$ cat config.mk
export PLATFORM = sky130hd
export DESIGN_NAME = rse_ctrl
export DESIGN_NICKNAME = d
export VERILOG_FILES = /design/src/design/rse_pkg.sv /design/src/design/rse_ctrl.sv
export SDC_FILE = /design/constraint.sdc
export NUM_CORES = 1
export LEC_CHECK = 0
export ABC_AREA = 1
export BUFFER_PORTS_ARGS = -buffer_cell sky130_fd_sc_hd__clkbuf_2
export CELL_PAD_IN_SITES_DETAIL_PLACEMENT = 0
export CELL_PAD_IN_SITES_GLOBAL_PLACEMENT = 1
export CORE_MARGIN = 5
export CORE_UTILIZATION = 23
export DETAILED_ROUTE_END_ITERATION = 10
export GPL_TIMING_DRIVEN = 0
export PLACE_DENSITY = 0.84
export SLEW_MARGIN = 20
export SYNTH_ARGS = -nofsm -noshare
export SYNTH_HDL_FRONTEND = slang
export SYNTH_SLANG_ARGS = --single-unit
$ cat constraint.sdc
create_clock -name clk -period 1.5 [get_ports clk]
set_input_delay 0.225 -clock clk [delete_from_list [all_inputs] [get_ports clk]]
set_output_delay 0.225 -clock clk [all_outputs]
set_load 0.02 [all_outputs]
$ cat src/design/rse_pkg.sv
`timescale 1ns / 1ps
// ---------------------------------------------------------------------------
// rse_pkg: shared definitions for the RPN stack evaluator
// Widths, command and status codes, and the controller/datapath bundles.
// ---------------------------------------------------------------------------
package rse_pkg;

    localparam int WORD_W              = 32;
    localparam int CMD_W               = 3;
    localparam int STAT_W              = 2;
    localparam int DEFAULT_STACK_DEPTH = 128;
    localparam int DEFAULT_FRAC_BITS   = 16;

    // Token commands
    localparam logic [CMD_W-1:0] CMD_PUSH = 3'd0;
    localparam logic [CMD_W-1:0] CMD_ADD  = 3'd1;
    localparam logic [CMD_W-1:0] CMD_SUB  = 3'd2;
    localparam logic [CMD_W-1:0] CMD_MUL  = 3'd3;
    localparam logic [CMD_W-1:0] CMD_DIV  = 3'd4;

    // Result status codes
    localparam logic [STAT_W-1:0] STAT_OK    = 2'd0;
    localparam logic [STAT_W-1:0] STAT_UNDER = 2'd1;
    localparam logic [STAT_W-1:0] STAT_OVER  = 2'd2;
    localparam logic [STAT_W-1:0] STAT_DIVZ  = 2'd3;

    // Controller to datapath
    typedef struct packed {
        logic              load_in;
        logic              push;
        logic              set_err;
        logic [STAT_W-1:0] err_code;
        logic              rd_en;
        logic              alu_wb;
        logic              mul_start;
        logic              mul_wb;
        logic              div_start;
        logic              div_wb;
        logic              emit;
    } ctrl_cmd_t;

    // Datapath to controller
    typedef struct packed {
        logic [CMD_W-1:0] op;
        logic             last;
        logic             err_set;
        logic             sp_lt2;
        logic             sp_full;
        logic             top_zero;
        logic             div_done;
        logic             out_free;
    } ctrl_sts_t;

endpackage

$ cat src/design/rse_ctrl.sv
`timescale 1ns / 1ps
// ---------------------------------------------------------------------------
// rse_ctrl: token sequencer of the RPN stack evaluator
// Decodes one token at a time and steers the datapath through its steps.
// ---------------------------------------------------------------------------
module rse_ctrl (
    input  logic               clk,
    input  logic               rst_n,
    input  logic               in_valid,
    output logic               in_ready,
    input  rse_pkg::ctrl_sts_t sts,
    output rse_pkg::ctrl_cmd_t cmd
);

    localparam logic [2:0] S_IDLE   = 3'd0;
    localparam logic [2:0] S_DECODE = 3'd1;
    localparam logic [2:0] S_READ   = 3'd2;
    localparam logic [2:0] S_MUL    = 3'd3;
    localparam logic [2:0] S_DIV    = 3'd4;
    localparam logic [2:0] S_FINISH = 3'd5;

    logic [2:0] state_reg;
    logic [2:0] state_next;

    always_comb
    begin
        cmd        = '0;
        in_ready   = 1'b0;
        state_next = state_reg;
        unique case (state_reg)
            S_IDLE:
            begin
                in_ready = 1'b1;
                if (in_valid)
                begin
                    cmd.load_in = 1'b1;
                    state_next  = S_DECODE;
                end
            end
            S_DECODE:
            begin
                state_next = S_FINISH;
                priority if (sts.err_set || (sts.op > rse_pkg::CMD_DIV))
                begin
                    // sticky error or unknown command: nothing to do
                end
                else if (sts.op == rse_pkg::CMD_PUSH)
                begin
                    if (sts.sp_full)
                    begin
                        cmd.set_err  = 1'b1;
                        cmd.err_code = rse_pkg::STAT_OVER;
                    end
                    else
                        cmd.push = 1'b1;
                end
                else if (sts.sp_lt2)
                begin
                    cmd.set_err  = 1'b1;
                    cmd.err_code = rse_pkg::STAT_UNDER;
                end
                else if ((sts.op == rse_pkg::CMD_DIV) && sts.top_zero)
                begin
                    cmd.set_err  = 1'b1;
                    cmd.err_code = rse_pkg::STAT_DIVZ;
                end
                else
                begin
                    cmd.rd_en  = 1'b1;
                    state_next = S_READ;
                end
            end
            S_READ:
            begin
                state_next = S_FINISH;
                if ((sts.op == rse_pkg::CMD_ADD) || (sts.op == rse_pkg::CMD_SUB))
                    cmd.alu_wb = 1'b1;
                else if (sts.op == rse_pkg::CMD_MUL)
                begin
                    cmd.mul_start = 1'b1;
                    state_next    = S_MUL;
                end
                else
                begin
                    cmd.div_start = 1'b1;
                    state_next    = S_DIV;
                end
            end
            S_MUL:
            begin
                cmd.mul_wb = 1'b1;
                state_next = S_FINISH;
            end
            S_DIV:
            begin
                if (sts.div_done)
                begin
                    cmd.div_wb = 1'b1;
                    state_next = S_FINISH;
                end
            end
            S_FINISH:
            begin
                if (!sts.last)
                    state_next = S_IDLE;
                else if (sts.out_free)
                begin
                    cmd.emit   = 1'b1;
                    state_next = S_IDLE;
                end
            end
            default:
            begin
                state_next = S_IDLE;
            end
        endcase
    end

    always_ff @(posedge clk or negedge rst_n)
    begin
        if (!rst_n)
            state_reg <= S_IDLE;
        else
            state_reg <= state_next;
    end

    a_div_nonzero: assert property (@(posedge clk) disable iff (!rst_n)
        cmd.div_start |-> !sts.top_zero)
        else $error("divider started with a zero divisor");

    a_emit_free: assert property (@(posedge clk) disable iff (!rst_n)
        cmd.emit |-> sts.out_free)
        else $error("result loaded while the output register is still full");

    a_push_room: assert property (@(posedge clk) disable iff (!rst_n)
        cmd.push |-> !sts.sp_full)
        else $error("push on a full stack");

    a_pop_depth: assert property (@(posedge clk) disable iff (!rst_n)
        (cmd.alu_wb || cmd.mul_wb || cmd.div_wb) |-> !sts.sp_lt2)
        else $error("operator writeback with fewer than two entries");

    a_accept_decode: assert property (@(posedge clk) disable iff (!rst_n)
        (in_valid && in_ready) |=> (state_reg == S_DECODE))
        else $error("accepted token not decoded next cycle");

endmodule

==> results.toml <==
[sta]
timing_hold_violations_final = 0
worst_slew_pin_slew_ns = 0.268
fin_hold_ws_ns = 0.266
period_share_pct = 99.1
drv_slew = 0
fin_worst_skew_ns = 0.00162
setup_violations = 0
grt_setup_unrepaired = "true"
max_freq_ghz = 0.672
max-slew-margin-rel_pct = 82.0
period_needed_ns = 1.49

[floorplanning]
core.rowCount = 14
die-height_um = 50.4
io_pins = 26
die_area_mm2 = 0.00254
initial_utilization_pct = 24.6
design.core.area_mm2 = 0.00152
dieWidth_um = 50.4

[synth]
synth.largest_area_cell = "dfrtp_1"
syn_avg_cell_area_um2 = 5.52
synth_cells = 68
ys_seq_area_share_pct = 20.0
synth_top_area_share_pct = 20.0
yosysWarnings = 0
synth.ff_latch_count = 3
synth_fp_nets = 81
netlist_area_um2 = 375
synth.distinct_cells = 14
post_synth_main_area_contributors = "dfrtp_1 20%, nand2_1 17%, nor2_1 16%"

[finish]
largest_register_ffs = 3
utilization_pct = 43.7
nets = 118
insertedDiodeCount = 0
number_of_fill_cells = 165
final_layout_size_suffix_gt1_share_pct = 52.9
synthToLayoutAreaGrowth_pct = 77.3

[global_routing]
track_usage_pct = 9.56
first_global_vias = 505
largest_net_degree_at_the_start_of_global_routing = 7
grt_most_used_layer = "met2"
grt_util_met1_pct = 9.57
grtUsageMet3_pct = 1.18
global_route_wire_length_before_repair_um = 1890
global_route.overflow_total = 0
antenna_found_initial = 0
grt_use_met2_pct = 18.0

[power_and_ir_drop]
power.share.combinational_pct = 62.1
pwr-share-clk_pct = 18.3
p_sw_uw = 390
switching_share_pct = 49.5
power.sequential.fraction_pct = 19.7
power_per_cell_area_mw_per_mm2 = 1180
p_int_uw = 398
cellLeakagePower_uw = 0.000366
irDropWorstVdd_v = 0.000581

[critical_path]
cp-start-kind = "flip-flop"
worstPathArrival_ns = 1.26
crit_path_max_incr_delay_ns = 0.41
crit_top_cell = "inv_2"
critical_path_required_ns = 1.27
critPathCaptureType = "output pin"
critical_path_class = "flip-flop to output pin"
critical_path.slowest_cell = "dfrtp_1"
path_max_fanout = 4
path_cells = "inv_2 > nand3_2 > nor2_2 > inv_2 > nor3_2 > buf_4"

[cts]
cts.clk_slew.worst_paths_ns = 0.04
max-clock-path-buffers = 2
cts_max_level = 1
tritoncts_num_sinks = 3
worstSkewPairLatency_ns = 0.23
root_buffer = "clkbuf_4"
tritoncts = "built"
cts-buffers-inserted = 3

[place]
place.gp.congestion = 0.716
dpl.hpwl_um = 897
port_buffers = 25

[route]
route.detailed.wl_per_inst_um = 10.5
first_iter_violations = 6
drt_drc_violations_left = 0
drtAntennaViolNets = 0
total_via_count_after_detailed_routing = 545
drt_pre_antenna_iters = 4
route.final.wire_length_um = 1260
via_per_inst = 4.54

[flow_run]
drv.max_cap_violation_count = 0

[hold_path]
worst_hold_path_type = "input port to flip-flop"

[run_status]
outcome = "complete, no violations"
==> area by class of cell <==
class                   count  area (um2)  area share [%]
inverters                  13        48.8            7.33
repair buffers             32         201            30.3
multi-input cells          52         293            44.0
flip-flops and latches      3        76.3            11.5
clock buffers               4        26.3            3.95
well taps                  16        20.0            3.01
==> cells in the mapped netlist <==
| library cell | count |
|---|---|
| nand2_1 | 17 |
| nor2_1 | 16 |
| inv_1 | 12 |
| nand3_1 | 6 |
| a21oi_1 | 4 |
| dfrtp_1 | 3 |
| nor3_2 | 3 |
| inv_2 | 1 |
| nand2_2 | 1 |
| nor2_4 | 1 |
| o21ai_0 | 1 |
| o21bai_1 | 1 |
| o21bai_2 | 1 |
| o22ai_1 | 1 |
==> repair_timing <==
item | CTS | global route
endpoints found under the setup margin | 8 | 10
hold buffers | 1 | 0
pin swaps | 2 | 2
resized for setup | 10 | 23
buffers inserted | 4 | 2
endpoints found under the hold margin | 3 | 0
==> routing by layer <==
layer  vias up  wire length, um
met2        15              689
met4         0               26
met3         4               67
met1       244              476
li1        282                -
met5         -                0
==> cells by family (layout without fill, tap and decap cells) <==
group,Yosys count,after routing,share of synthesized area (%)
AO/OA/AOI/OAI,8,8,13.3
buffers and inverters,13,49,13.0
flip-flops,3,3,20.0
AND/OR/NAND/NOR,44,44,53.7
==> power groups by stage <==
stage | sequential, uW | combinational [uW] | clock [uW]
after floorplan | 137 | 307 | 0
after detailed placement | 141 | 417 | 0
after global routing | 158 | 539 | 156
after global placement | 140 | 412 | 0
after CTS | 152 | 464 | 145
final | 155 | 489 | 144
==> stage by stage <==
| stage | setup slack [ns] | TNS (ns) | power [uW] | instance area (um2) | cells |
|---|---|---|---|---|---|
| 2_1_floorplan | 0.185 | 0 | 443 | 375 | 68 |
| 3_3_place_gp | 0.148 | 0 | 552 | 520 | 109 |
| 3_5_place_dp | 0.139 | 0 | 558 | 520 | 109 |
| 4_1_cts | -0.00144 | -0.00144 | 762 | 611 | 118 |
| 5_1_grt | -0.0383 | -0.223 | 854 | 666 | 120 |
| 6_report | 0.0128 | 0 | 788 | 666 | 120 |
==> cell usage in the layout, fill, tap and decap left out, types with 3 or more instances in the layout <==
cell type and count:
a21oi_2 3, buf_4 12, clkbuf_2 16, clkbuf_4 3, inv_1 9, inv_2 4, nand2_1 14, nand2_2 4
nand3_1 5, nor2_1 13, nor2_4 3, nor3_2 3
==> path summary, 6_finish.rpt <==
kind | start | depth (start not counted) | slack, ns | to
min in group asynchronous | rst_n | 2 | 0.33 | state_reg[1]
hold reg to reg | state_reg[0] | 3 | 0.70 | state_reg[1]
max in group asynchronous | rst_n | 2 | 1.05 | state_reg[0]
hold / removal | sts[0] | 4 | 0.27 | state_reg[0]
setup / recovery | state_reg[1] | 6 | 0.01 | cmd[10]
setup reg to reg | state_reg[2] | 12 | 0.08 | state_reg[0]
==> worst max-delay path: cells and delay by family, from the launching register on <==
family,cells,cell delay [ns]
flip-flops,1,0.41
AND/OR/NAND/NOR,3,0.30
buffers and inverters,3,0.31
Note: power is estimated with default switching activity, not from simulation.
